===== src/ttc_pkg.sv =====
// ----------------------------------------------------------------------------
// ttc_pkg
// Shared types, widths, grid constants and the correction table for the
// trilinear table compensation block.
// ----------------------------------------------------------------------------
package ttc_pkg;

	localparam int FACTOR_FRAC_BITS_DEF = 12;
	localparam int QUEUE_DEPTH_DEF      = 4;

	// port widths
	localparam int TEMP_W   = 16;
	localparam int HUM_W    = 15;
	localparam int RAW_W    = 16;
	localparam int FACTOR_W = 16;

	// offsets from the lower grid point of each cell
	localparam int DR_W = 17;
	localparam int DH_W = 16;
	localparam int DT_W = 17;

	// datapath widths
	localparam int LERP_W = 21;
	localparam int C_W    = 35;
	localparam int CD_W   = 36;
	localparam int SPLIT  = 18;
	localparam int V_W    = 52;
	localparam int U_W    = 30;

	// grid in input units
	localparam logic signed [TEMP_W-1:0] TEMP_LOW0 = 16'sd5120;
	localparam logic signed [TEMP_W-1:0] TEMP_LOW1 = 16'sd7680;
	localparam logic signed [DH_W-1:0]   HUM_LOW   = 16'sd10240;
	localparam int                       RAW_STEP  = 100;

	// output scaling: 250000 = 16 * 15625
	localparam int ROUND_HALF    = 125000;
	localparam int DEN_POW2      = 4;
	localparam int SAT_SPAN      = 512000000;
	localparam int SAT_HI        = 511999999;
	localparam int RECIP_W       = 31;
	localparam int RECIP_SHIFT   = 44;
	localparam logic [RECIP_W-1:0] RECIP_M = 31'd1125899907;

	localparam logic signed [FACTOR_W-1:0] FACTOR_MAX = 16'sh7fff;
	localparam logic signed [FACTOR_W-1:0] FACTOR_MIN = 16'sh8000;

	typedef logic signed [7:0] hund_t;

	// correction factors in hundredths: [temperature][humidity][raw]
	localparam hund_t CORR_TAB [3][2][5] = '{
		'{ '{8'sd100, 8'sd98, 8'sd96, 8'sd95, 8'sd93},
		   '{8'sd97,  8'sd95, 8'sd93, 8'sd91, 8'sd90} },
		'{ '{8'sd105, 8'sd102, 8'sd100, 8'sd98, 8'sd97},
		   '{8'sd100, 8'sd97,  8'sd95,  8'sd93, 8'sd91} },
		'{ '{8'sd108, 8'sd105, 8'sd102, 8'sd100, 8'sd98},
		   '{8'sd102, 8'sd100, 8'sd98,  8'sd95,  8'sd93} }
	};

	typedef struct packed {
		logic                   ti;
		logic [1:0]             ri;
		logic signed [DR_W-1:0] dr;
		logic signed [DH_W-1:0] dh;
		logic signed [DT_W-1:0] dt;
	} ttc_item_t;

	function automatic logic signed [DR_W-1:0] raw_low(input logic [1:0] ri);
		return DR_W'(RAW_STEP * (int'(ri) + 1));
	endfunction

	// base * 100 + dr * slope
	function automatic logic signed [LERP_W-1:0] lerp(
		input hund_t                  base,
		input logic signed [3:0]      slope,
		input logic signed [DR_W-1:0] dr
	);
		logic signed [LERP_W-1:0] base_x;
		logic signed [LERP_W-1:0] slope_x;
		logic signed [LERP_W-1:0] dr_x;
		base_x  = base;
		slope_x = slope;
		dr_x    = dr;
		return base_x * LERP_W'(100) + dr_x * slope_x;
	endfunction

endpackage


===== src/ttc_queue.sv =====
// ----------------------------------------------------------------------------
// ttc_queue
// Short register queue between the classifying front and the arithmetic
// back end.
// ----------------------------------------------------------------------------
module ttc_queue #(
	parameter int DEPTH = ttc_pkg::QUEUE_DEPTH_DEF
) (
	input  logic               clk,
	input  logic               arst_n,
	input  logic               push,
	input  ttc_pkg::ttc_item_t push_item,
	output logic               full,
	input  logic               pop,
	output ttc_pkg::ttc_item_t pop_item,
	output logic               empty
);
	import ttc_pkg::*;

	localparam int PTR_W = $clog2(DEPTH);
	localparam int CNT_W = $clog2(DEPTH + 1);

	ttc_item_t        mem_q [DEPTH];
	logic [PTR_W-1:0] wr_ptr_q;
	logic [PTR_W-1:0] rd_ptr_q;
	logic [CNT_W-1:0] count_q;

	assign full     = (count_q == CNT_W'(DEPTH));
	assign empty    = (count_q == '0);
	assign pop_item = mem_q[rd_ptr_q];

	always_ff @(posedge clk or negedge arst_n) begin
		if (!arst_n) begin
			wr_ptr_q <= '0;
			rd_ptr_q <= '0;
			count_q  <= '0;
		end else begin
			if (push) begin
				wr_ptr_q <= (wr_ptr_q == PTR_W'(DEPTH - 1)) ? '0 : wr_ptr_q + 1'b1;
			end
			if (pop) begin
				rd_ptr_q <= (rd_ptr_q == PTR_W'(DEPTH - 1)) ? '0 : rd_ptr_q + 1'b1;
			end
			if (push && !pop) begin
				count_q <= count_q + 1'b1;
			end else if (pop && !push) begin
				count_q <= count_q - 1'b1;
			end
		end
	end

	always_ff @(posedge clk) begin
		if (push) begin
			mem_q[wr_ptr_q] <= push_item;
		end
	end

endmodule


===== config.mk =====
export PLATFORM = sky130hd
export DESIGN_NAME = ttc_queue
export DESIGN_NICKNAME = d
export VERILOG_FILES = /design/src/ttc_pkg.sv /design/src/ttc_queue.sv
export SDC_FILE = /design/constraint.sdc
export NUM_CORES = 1
export LEC_CHECK = 0
export BUFFER_PORTS_ARGS = -buffer_cell sky130_fd_sc_hd__buf_2
export CORE_MARGIN = 10
export CORE_UTILIZATION = 51
export CTS_BUF_LIST = sky130_fd_sc_hd__clkbuf_8
export DETAILED_ROUTE_END_ITERATION = 8
export PLACE_DENSITY = 0.82
export SLEW_MARGIN = 20
export SYNTH_ARGS = -nofsm -noshare
export SYNTH_HDL_FRONTEND = slang
export SYNTH_SLANG_ARGS = --single-unit

===== constraint.sdc =====
create_clock -name clk -period 3.9 [get_ports clk]
set_input_delay 0.39 -clock clk [delete_from_list [all_inputs] [get_ports clk]]
set_output_delay 0.39 -clock clk [all_outputs]
set_load 0.005 [all_outputs]

==> metrics.txt <==
post-route minimum period 2.75 ns; Tot Pwr 0.00667 W; Syn Nets 378; Slew HR between 40% and 50%; CTS tree done; Pre-antenna DRT Iters 4; final hold vios 0; Synth area leader edfxtp_1; element type at the critical path start flop; HPWL Detailed 9300 um; CP cell instances buf_12 -> mux4_1 -> buf_2; grt total ovfl 0; CP Max Fanout 32; ys async rst share 3.20%; residual DRC count 0; Placer Congestion 0.681; buffers and inverters on the worst path 2; CTS Buf Count 36; Rows 46; DRT Wirelength about 15,000 um; final cell utilization of the core between 60% and 70%; distinct cell type count after synthesis 19; Worst Tran Pin Value 0.819 ns; Final ANT Viol Nets 0; worst skew pair latency 0.49 ns; Final Max Tran Viols 0; area share of the largest cell type after synthesis 78.3%; CP Data Arrival Time around 2.4 ns; number of max-cap violations 0; Seq cells post-synth 219; synth top area cells edfxtp_1 78%, mux4_2 13%, dfrtp_1 2.2%; Core ar. between 15,000 and 20,000 sq um; CP Data Required Time 3.51 ns; H-tree depth 2; max layer used met4; most common cell in the netlist edfxtp_1; Yosys warning count 0; Setup CP Type flop to output port; part of the cycle the worst path needs 70.4%; Static Leakage 3.35 nW; GRT Total Usage 14.0%; delay-heaviest family, CP flip-flops; Hold Buf Count CTS 1; unrepaired setup endpoints after global routing no; 1st-iter DRT viols 162; worst hold path type input pin to flop; synthesized area ~8100 sq um; met3 wire len 845 um; Clock Tree Buf Depth 3; max incr delay on CP 0.73 ns; Max Clock Skew 0.00679 ns; VDD IR max 0.382 mV; list of most frequent post-synthesis cells 212 x edfxtp_1, 48 x mux4_2, 7 x dfrtp_1, 6 x buf_2, 6 x ha_1; Die X-Extent 146 um; initial antenna violation count 2; # resized after CTS 0; largest net degree at the start of global routing 34; EDFF count, synth 212; clock slew at reported path FFs 0.06 ns; placed cell count 636; root buf cell clkbuf_8; initial core utilization about half; routed vias 3,678; first-pass GRT wire length 23,500 um; full die area between 20,000 and 25,000 sq um; Register Area approximately 6500 sq um; CP endpoint kind output port; clock sink count approximately 220; outcome complete, no violations; Min Hold Slack 0.109 ns; Port-buffer cells around 110; via count of the first global-routing pass 4,300; PwrDens 700 nW/um^2; Seq/Total Area, Yosys roughly four fifths; f_max 0.364 GHz; Met2 Wirelength 7780 um; wl on met1 5960 um; top_reg_cell synth edfxtp_1; WL per Instance 21.1 um; Mapped Cells 314; # fillers 1,132; Via density 5.25; Die H 146 um; area of the multi-input gates 1440 sq um; ratio of cells with drive above 1 in the final layout 45.4%; I/O pin count 112; nets 523; Mean Syn Cell Area around 26 sq um; Finish-stage setup viols 0; slowest library cell on the worst path dfrtp_4; post-CTS setup buffers 0; area grow syn2layout 17.3%; Sum Neg Setup Slack 0 ns; Post-Layout Cell Count 700
## final timing paths
check	from	end	slack, ns	depth (start not counted)
max reg2reg	wr_ptr_q[1]	mem_q[1][35]	1.72	4
min	push_item[42]	mem_q[2][42]	0.11	1
min in group asynchronous	arst_n	count_q[0]	0.27	2
max in group asynchronous	arst_n	rd_ptr_q[0]	3.44	2
min reg2reg	count_q[2]	count_q[2]	0.49	1
max	rd_ptr_q[0]	pop_item[34]	1.15	3
## power breakdown
| part | switching (W) | internal [W] |
|---|---|---|
| Clock | 0.000807 | 0.000934 |
| Sequential | 0.000237 | 0.00303 |
| Combinational | 0.000773 | 0.000896 |
| Total | 0.00182 | 0.00486 |
## area by class of cell
type                    count  area share (%)
flip-flops and latches    219            68.6
multi-input cells          79            15.1
repair buffers            119            6.61
clock buffers              40            5.77
well taps                 216            2.83
clock inverters            21           0.879
inverters                   4           0.157
diodes                      2          0.0525
## layout by cell type (no fill, tap or decap), drive strengths merged
master | netlist | layout
and2 | 4 | 4
buf | 12 | 118
clkbuf | 0 | 40
clkinv | 0 | 13
dfrtp | 7 | 7
diode | 0 | 2
dlygate4sd3 | 0 | 1
edfxtp | 212 | 212
fa | 1 | 1
ha | 6 | 6
inv | 4 | 12
mux2 | 3 | 3
mux4 | 53 | 53
nand2 | 2 | 2
nor2 | 3 | 3
nor3 | 1 | 1
nor3b | 1 | 1
o21ai | 2 | 2
xnor2 | 1 | 1
xor2 | 2 | 2
## state kept, by name (all words and copies together) (netlist names)
name / count
wr_ptr_q: 2
count_q: 3
mem_q: 212
rd_ptr_q: 2
## per-stage QoR
stage	instance area, sq um	setup slack, ns
after floorplan	8130	1.60
after global placement	8890	1.65
after detailed placement	8890	1.65
after CTS	9540	1.08
after global routing	9540	1.01
final	9540	1.15
## metal layers
layer | vias to the layer above | track usage [%]
met1 | 1933 | 16.4
met4 | 0 | 5.91
met3 | 17 | 4.05
li1 | 1633 | -
met2 | 95 | 23.8
met5 | - | 0
## kinds of logic (layout without fill, tap and decap cells)
group	count (synthesis)	in the layout	share of synthesized area, %
compound gates	2	2	0.123
xor+xnor	3	3	0.323
fa+ha+maj	7	7	1.17
buf+inv	16	184	1.92
flops	219	219	80.4
mux	56	56	15.3
other cells	0	2	0
simple gates	11	11	0.692
## worst register-to-register path, stage by stage, from the launching register on
cell	delay, ns
dfrtp_1	0.40
inv_1	0.11
ha_1	0.15
and2_2	0.68
buf_4	0.50
No activity file was read; power rests on OpenSTA's default activity.
