==> src/ttc_pkg.sv <==
// ----------------------------------------------------------------------------
// ttc_pkg
// Shared types, widths, grid constants and the correction table for the
// trilinear table compensation block.
// ----------------------------------------------------------------------------
package ttc_pkg;

	localparam int FACTOR_FRAC_BITS_DEF = 12;
	localparam int QUEUE_DEPTH_DEF      = 4;

	// port widths
	localparam int TEMP_W   = 16;
	localparam int HUM_W    = 15;
	localparam int RAW_W    = 16;
	localparam int FACTOR_W = 16;

	// offsets from the lower grid point of each cell
	localparam int DR_W = 17;
	localparam int DH_W = 16;
	localparam int DT_W = 17;

	// datapath widths
	localparam int LERP_W = 21;
	localparam int C_W    = 35;
	localparam int CD_W   = 36;
	localparam int SPLIT  = 18;
	localparam int V_W    = 52;
	localparam int U_W    = 30;

	// grid in input units
	localparam logic signed [TEMP_W-1:0] TEMP_LOW0 = 16'sd5120;
	localparam logic signed [TEMP_W-1:0] TEMP_LOW1 = 16'sd7680;
	localparam logic signed [DH_W-1:0]   HUM_LOW   = 16'sd10240;
	localparam int                       RAW_STEP  = 100;

	// output scaling: 250000 = 16 * 15625
	localparam int ROUND_HALF    = 125000;
	localparam int DEN_POW2      = 4;
	localparam int SAT_SPAN      = 512000000;
	localparam int SAT_HI        = 511999999;
	localparam int RECIP_W       = 31;
	localparam int RECIP_SHIFT   = 44;
	localparam logic [RECIP_W-1:0] RECIP_M = 31'd1125899907;

	localparam logic signed [FACTOR_W-1:0] FACTOR_MAX = 16'sh7fff;
	localparam logic signed [FACTOR_W-1:0] FACTOR_MIN = 16'sh8000;

	typedef logic signed [7:0] hund_t;

	// correction factors in hundredths: [temperature][humidity][raw]
	localparam hund_t CORR_TAB [3][2][5] = '{
		'{ '{8'sd100, 8'sd98, 8'sd96, 8'sd95, 8'sd93},
		   '{8'sd97,  8'sd95, 8'sd93, 8'sd91, 8'sd90} },
		'{ '{8'sd105, 8'sd102, 8'sd100, 8'sd98, 8'sd97},
		   '{8'sd100, 8'sd97,  8'sd95,  8'sd93, 8'sd91} },
		'{ '{8'sd108, 8'sd105, 8'sd102, 8'sd100, 8'sd98},
		   '{8'sd102, 8'sd100, 8'sd98,  8'sd95,  8'sd93} }
	};

	typedef struct packed {
		logic                   ti;
		logic [1:0]             ri;
		logic signed [DR_W-1:0] dr;
		logic signed [DH_W-1:0] dh;
		logic signed [DT_W-1:0] dt;
	} ttc_item_t;

	function automatic logic signed [DR_W-1:0] raw_low(input logic [1:0] ri);
		return DR_W'(RAW_STEP * (int'(ri) + 1));
	endfunction

	// base * 100 + dr * slope
	function automatic logic signed [LERP_W-1:0] lerp(
		input hund_t                  base,
		input logic signed [3:0]      slope,
		input logic signed [DR_W-1:0] dr
	);
		logic signed [LERP_W-1:0] base_x;
		logic signed [LERP_W-1:0] slope_x;
		logic signed [LERP_W-1:0] dr_x;
		base_x  = base;
		slope_x = slope;
		dr_x    = dr;
		return base_x * LERP_W'(100) + dr_x * slope_x;
	endfunction

endpackage

==> src/ttc_front.sv <==
// ----------------------------------------------------------------------------
// ttc_front
// Takes samples, picks the grid cell on the temperature and raw axes and
// forms the offsets on each axis from the cell's lower point.
// ----------------------------------------------------------------------------
module ttc_front (
	input  logic                                  clk,
	input  logic                                  arst_n,
	input  logic                                  in_valid,
	output logic                                  in_stall,
	input  logic signed [ttc_pkg::TEMP_W-1:0]     temperature,
	input  logic [ttc_pkg::HUM_W-1:0]             humidity,
	input  logic [ttc_pkg::RAW_W-1:0]             raw_level,
	output logic                                  push,
	output ttc_pkg::ttc_item_t                    push_item,
	input  logic                                  q_full
);
	import ttc_pkg::*;

	logic      valid_s1;
	ttc_item_t item_s1;
	ttc_item_t item_next;
	logic      take;

	assign in_stall  = valid_s1 && q_full;
	assign take      = in_valid && !in_stall;
	assign push      = valid_s1 && !q_full;
	assign push_item = item_s1;

	always_comb begin
		item_next.ti = (temperature >= TEMP_LOW1);
		if (raw_level >= RAW_W'(4 * RAW_STEP)) begin
			item_next.ri = 2'd3;
		end else if (raw_level >= RAW_W'(3 * RAW_STEP)) begin
			item_next.ri = 2'd2;
		end else if (raw_level >= RAW_W'(2 * RAW_STEP)) begin
			item_next.ri = 2'd1;
		end else begin
			item_next.ri = 2'd0;
		end
		item_next.dr = $signed({1'b0, raw_level}) - raw_low(item_next.ri);
		item_next.dh = $signed({1'b0, humidity}) - HUM_LOW;
		item_next.dt = DT_W'(temperature) - DT_W'(item_next.ti ? TEMP_LOW1 : TEMP_LOW0);
	end

	always_ff @(posedge clk or negedge arst_n) begin
		if (!arst_n) begin
			valid_s1 <= 1'b0;
		end else if (take) begin
			valid_s1 <= 1'b1;
		end else if (push) begin
			valid_s1 <= 1'b0;
		end
	end

	always_ff @(posedge clk) begin
		if (take) begin
			item_s1 <= item_next;
		end
	end

endmodule

==> config.mk <==
export PLATFORM = sky130hd
export DESIGN_NAME = ttc_front
export DESIGN_NICKNAME = d
export VERILOG_FILES = /design/src/ttc_pkg.sv /design/src/ttc_front.sv
export SDC_FILE = /design/constraint.sdc
export NUM_CORES = 1
export LEC_CHECK = 0
export ABC_AREA = 1
export BUFFER_PORTS_ARGS = -buffer_cell sky130_fd_sc_hd__buf_4
export CORE_ASPECT_RATIO = 1.75
export CORE_MARGIN = 2
export CORE_UTILIZATION = 35
export CTS_CLUSTER_DIAMETER = 80
export DETAILED_ROUTE_END_ITERATION = 8
export PLACE_DENSITY = 0.62
export SLEW_MARGIN = 20
export SYNTH_ARGS = -nofsm -noshare
export SYNTH_HDL_FRONTEND = slang
export SYNTH_SLANG_ARGS = --single-unit
==> constraint.sdc <==
create_clock -name clk -period 8.58 [get_ports clk]
set_input_delay 1.716 -clock clk [delete_from_list [all_inputs] [get_ports clk]]
set_output_delay 1.716 -clock clk [all_outputs]
set_load 0.05 [all_outputs]
==> impl_metrics.toml, run 1 <==
[synth]
synth_mux_area_frac = 0
synthSimpleGateAreaFrac = 0.198
synth_warnings = 0
synth-compound-area-share = 0.0320
yosysMostFrequentCell = "nand2_1"
syn_avg_cell_area_sq_um = 10.8
yosysSeqAreaShare = 0.600
synthArstFlopShare = 0.0185
yosys-top-cells-count = "nand2_1 (55), edfxtp_1 (53), inv_1 (46), nor2_1 (22), ha_1 (13)"
syn-num-nets = 315
synth_xor_area_frac = 0.0357
synth_area_sq_mm = 0.00270
synth_edf_count = 53
ys_seq_elements = 54
synth_fa_ha_area_frac = 0.0678
synth_area_leaders = "edfxtp_1 (59%), nand2_1 (7.7%), inv_1 (6.4%)"
synth_top_area_frac = 0.591
synth_flop_cell = "edfxtp_1"
synth_area_leader_cell = "edfxtp_1"
ys_types = 28
synth_top_family_by_area = "simple AND/OR/NAND/NOR gates"
synth_cells = 250

[routing]
vias_per_cell = 4.64
drcViolationCount = 0
wirelength_mm = 6.05
wire_per_inst_um = 13.4
vias = 2099
drt_pass1_iterations = 4
antenna_left = 0
drtIter0Drc = 80

[timing]
drv_slew = 0
slew_headroom = 0.568
finalSetupTns_ps = 0
post-route-period-util = 0.460
fmax_mhz = 254
period_needed_ps = 3940
hold_violations = 0
rsz0062_at_grt = "false"
tightest_slew_ps = 648
setup_viol = 0
skew_ps = 3.90

[power]
irDropWorstVdd_mv = 0.0979
p_per_area_mw_per_mm2 = 174
p_leak_nw = 1.78
p_total_mw = 0.652

[floorplanning]
coreArea_sq_mm = 0.00751
die_h_um = 120
row_count = 42
pin_count = 106
start_util = 0.359
die-area_sq_mm = 0.00845
die_w_um = 70.3

[global_route]
grt_max_degree = 54
grt_pass1_vias = 2095
grt_pass1_wl_mm = 9.54
grt_usage = 0.147
gr-total-overflow = 0
antenna_found_initial = 0

[clocking]
clk_pin_slew_worst_paths_ps = 60
cts_resized = 0
h-tree-depth = 2
cts_hold_buf = 0
cts_root_buffer = "clkbuf_16"
postCtsSetupBuffers = 0
cts_tree = "built"
insertion_delay_ps = 290
cts_sinks = 54
clockBufferDepth = 2
numCtsBuffers = 5

[hold_path]
worstHoldPathType = "flop to flop"

[worst_setup_path]
critical_path_class = "input pin to flop"
critPathRequiredTime_ps = 8620
critPathMaxFanout = 5
arrival_ps = 3990
critPathLaunchType = "input pin"
end_kind = "flop"

[placement]
gp_congestion = 0.854
io_buffers = 105
dp_hpwl_mm = 5.00

[final_layout]
finalNetCount = 428
drive_gt1_frac = 0.354
num-fill-cells = 700
antenna_cells = 0
area_delta_synth_final_pct = 39.0

[job]
drv_cap = 0

[outcome]
status = "completed"
-- placed cells by master (no fill, tap or decap), types with 3 or more instances in the layout --
master	instances
buf_4	106
nand2_1	55
edfxtp_1	53
inv_1	46
nor2_1	21
ha_1	13
nand3_1	10
xor2_1	8
clkbuf_16	5
o21ai_0	4
a21oi_1	4
nor2_4	3
nor2_2	3
nand4_1	3
xnor2_1	3
nand3_2	3
clkinv_1	3
-- cells by family (layout without fill, tap and decap cells) --
family,Yosys count,after routing
and+or+nand+nor,109,109
DFF,54,54
buffers and inverters,47,161
AOI/OAI and AO/OA,15,15
adders and majority gates,14,14
xor gates and xnor gates,11,11
-- critical path, cell delays in order --
cell and delay, ps:
buf_4 120, nor2_1 200, nand2_4 110, nor2_8 130, nand2_1 90, o21ai_1 200
ha_1 310, fa_1 470, o21ai_2 220, nand2_1 120, nor2_1 140, nor2_1 50
nand2_1 50, nand2_1 50
-- per-stage QoR --
| step | cells | util | hold WS (ps) | worst slack [ps] | instance area, sq um |
|---|---|---|---|---|---|
| 2_1_floorplan | 250 | - | 459 | 3830 | 2700 |
| 3_3_place_gp | 444 | 0.480 | 489 | 4370 | 3610 |
| 3_5_place_dp | 444 | 0.480 | 487 | 4320 | 3610 |
| 4_1_cts | 452 | 0.498 | 503 | 4630 | 3740 |
| 5_1_grt | 452 | 0.498 | 559 | 4460 | 3740 |
| 6_report | 452 | 0.498 | 503 | 4640 | 3740 |
-- power by group --
part           internal [mW]  leakage (nW)  switching (mW)
clock network          0.105        0.0663          0.0828
registers              0.311         0.512         0.00439
logic                 0.0491          1.20          0.0994
-- area by class of cell --
type                            count  area [sq um]  share of cell area
Timing Repair Buffer              106           796               0.212
Clock buffer                        5           125              0.0334
Sequential cell                    54          1620               0.432
Tap cell                           88           110              0.0294
Multi-Input combinational cell    149           907               0.242
Clock inverter                      3          11.3             0.00301
Inverter                           47           179              0.0478
-- final timing paths --
path                                      startpoint                      end  slack [ps]  cells past startpoint
worst min register to register  valid_s1$_DFFE_PN0P_     valid_s1$_DFFE_PN0P_         500                      2
worst max-delay path                   raw_level[15]  push_item[41]$_DFFE_PP_        4640                     14
worst min-delay path            valid_s1$_DFFE_PN0P_     valid_s1$_DFFE_PN0P_         500                      2
min in group asynchronous                     arst_n     valid_s1$_DFFE_PN0P_        1190                      1
max in group asynchronous                     arst_n     valid_s1$_DFFE_PN0P_        7310                      1
worst max register to register  valid_s1$_DFFE_PN0P_  push_item[37]$_DFFE_PP_        7040                      4
-- state kept, by name (all words and copies together) (netlist names) --
name	count
push_item	53
valid_s1	1
-- per-layer routing --
metal,track usage,part of all wire,vias to the layer above
met3,0.0302,0.062,16
met4,0.0901,0.040,0
li1,-,-,1039
met1,0.132,0.33,964
met5,0,0,-
met2,0.287,0.57,80
Note: power is estimated with default switching activity, not from simulation.
==> run 2: changes to the inputs <==
PLACE_DENSITY = 0.64   (was 0.62)
clock period = 3.2 ns   (was 8.58 ns; I/O delays follow)
==> run 2 against run 1 <==
Register-to-register slack lost 5400 ps. Clock skew shrank 0.90 ps. Via count down 1.8%. Sequential power grew to 2.7 times the previous value. Sequential cell count unchanged. Sequential share of layout area decreased by 0.058 points. Cell count unchanged. Critical endpoint unchanged.
==> impl_metrics.toml, run 2 (synthesis gave the netlist of run 1 again) <==
[timing]
worst_slack_ps = 335
hold_violations = 0
tightest_slew_ps = 656
period_needed_ps = 2870
fmax_mhz = 349
setup_viol = 0
slew_headroom = 0.563
post-route-period-util = 0.895
whs_ps = 114
rsz0062_at_grt = "false"
finalSetupTns_ps = 0
skew_ps = 3.00
drv_slew = 0

[floorplanning]
die_h_um = 120
start_util = 0.359
coreArea_sq_mm = 0.00751
die-area_sq_mm = 0.00845
die_w_um = 70.3
pin_count = 106
row_count = 42

[worst_setup_path]
critPathRequiredTime_ps = 3240
arrival_ps = 2910
critical_path_class = "input pin to flop"
critPathMaxFanout = 5
end_kind = "flop"
critPathLaunchType = "input pin"

[routing]
drcViolationCount = 0
drt_pass1_iterations = 4
wirelength_mm = 5.82
vias_per_cell = 4.56
vias = 2061
antenna_left = 0
wire_per_inst_um = 12.9
drtIter0Drc = 159

[final_layout]
num-fill-cells = 688
finalNetCount = 428
largest_register_ffs = 53
final_common_cell = "buf_4"
area_delta_synth_final_pct = 39.1
drive_gt1_frac = 0.360
layout_common_cells = "buf_4 (106), nand2_1 (55), edfxtp_1 (53)"
design_area_sq_mm = 0.00375
fin_util = 0.499
antenna_cells = 0

[clocking]
cts_tree = "built"
h-tree-depth = 2
cts_resized = 0
clockBufferDepth = 2
insertion_delay_ps = 290
cts_hold_buf = 0
numCtsBuffers = 5
cts_root_buffer = "clkbuf_16"
clk_pin_slew_worst_paths_ps = 70
cts_sinks = 54
postCtsSetupBuffers = 0

[job]
drv_cap = 0

[global_route]
grt_usage = 0.138
grt_pass1_wl_mm = 9.11
grt_pass1_vias = 2011
gr-total-overflow = 0
antenna_found_initial = 0
grt_max_degree = 54

[power]
irDropWorstVdd_mv = 0.196
p_per_area_mw_per_mm2 = 469
p_leak_nw = 1.78

[hold_path]
worstHoldPathType = "input pin to asynchronous set/reset pin"

[placement]
place_area_sq_mm = 0.00361
io_buffers = 105
gp_congestion = 0.852
dp_hpwl_mm = 4.77
pre_cts_ws_ps = 1.67

[outcome]
status = "completed"
## run 2: changes by cell type in the layout (fill, tap and decap cells not counted), sizes merged
cell      change
clkinvlp      +1
clkinv        -1
## run 2: through the flow
stage	cells	total power [mW]
after global placement	444	1.26
final	452	1.76
after floorplan	250	1.11
after CTS	452	1.78
after detailed placement	444	1.26
after global routing	452	1.84
## run 2: worst paths after layout
kind                                       from                 endpoint  slack (ps)  cells after the start
setup / recovery                  raw_level[15]  push_item[41]$_DFFE_PP_         330                     14
hold / removal                           arst_n     valid_s1$_DFFE_PN0P_         110                      1
setup reg to reg           valid_s1$_DFFE_PN0P_  push_item[49]$_DFFE_PP_        1670                      4
hold reg to reg            valid_s1$_DFFE_PN0P_     valid_s1$_DFFE_PN0P_         500                      2
max in group asynchronous                arst_n     valid_s1$_DFFE_PN0P_        3010                      1
min in group clk           valid_s1$_DFFE_PN0P_     valid_s1$_DFFE_PN0P_         500                      2
## run 2: critical path, cell delays in order
cell and delay, ps:
buf_4 120, nor2_1 210, nand2_4 110, nor2_8 130
nand4_1 130, o21ai_1 140, ha_1 310, fa_1 470
o21ai_2 220, nand2_1 120, nor2_1 150, nor2_1 60
nand2_1 50, nand2_1 50
## run 2: final cells by class
cell class	instances	area [sq um]	share of cell area
multi-input cells	149	907	0.242
inverters	47	179	0.0477
clock buffers	5	125	0.0334
repair buffers	106	796	0.212
well taps	88	110	0.0294
flip-flops and latches	54	1620	0.431
clock inverters	3	16.3	0.00434
## run 2: per-layer routing
layer  GRT usage  share of wire
met1       0.131           0.34
met2       0.276           0.58
met3      0.0294          0.064
met4      0.0553          0.020
met5           0              0
## run 2: power breakdown
part	leakage, nW	internal (mW)	total (mW)	switching (mW)
sequential	0.512	0.834	0.844	0.0106
combinational	1.20	0.132	0.398	0.266
clock	0.0672	0.286	0.515	0.229
total	1.78	1.25	1.76	0.506
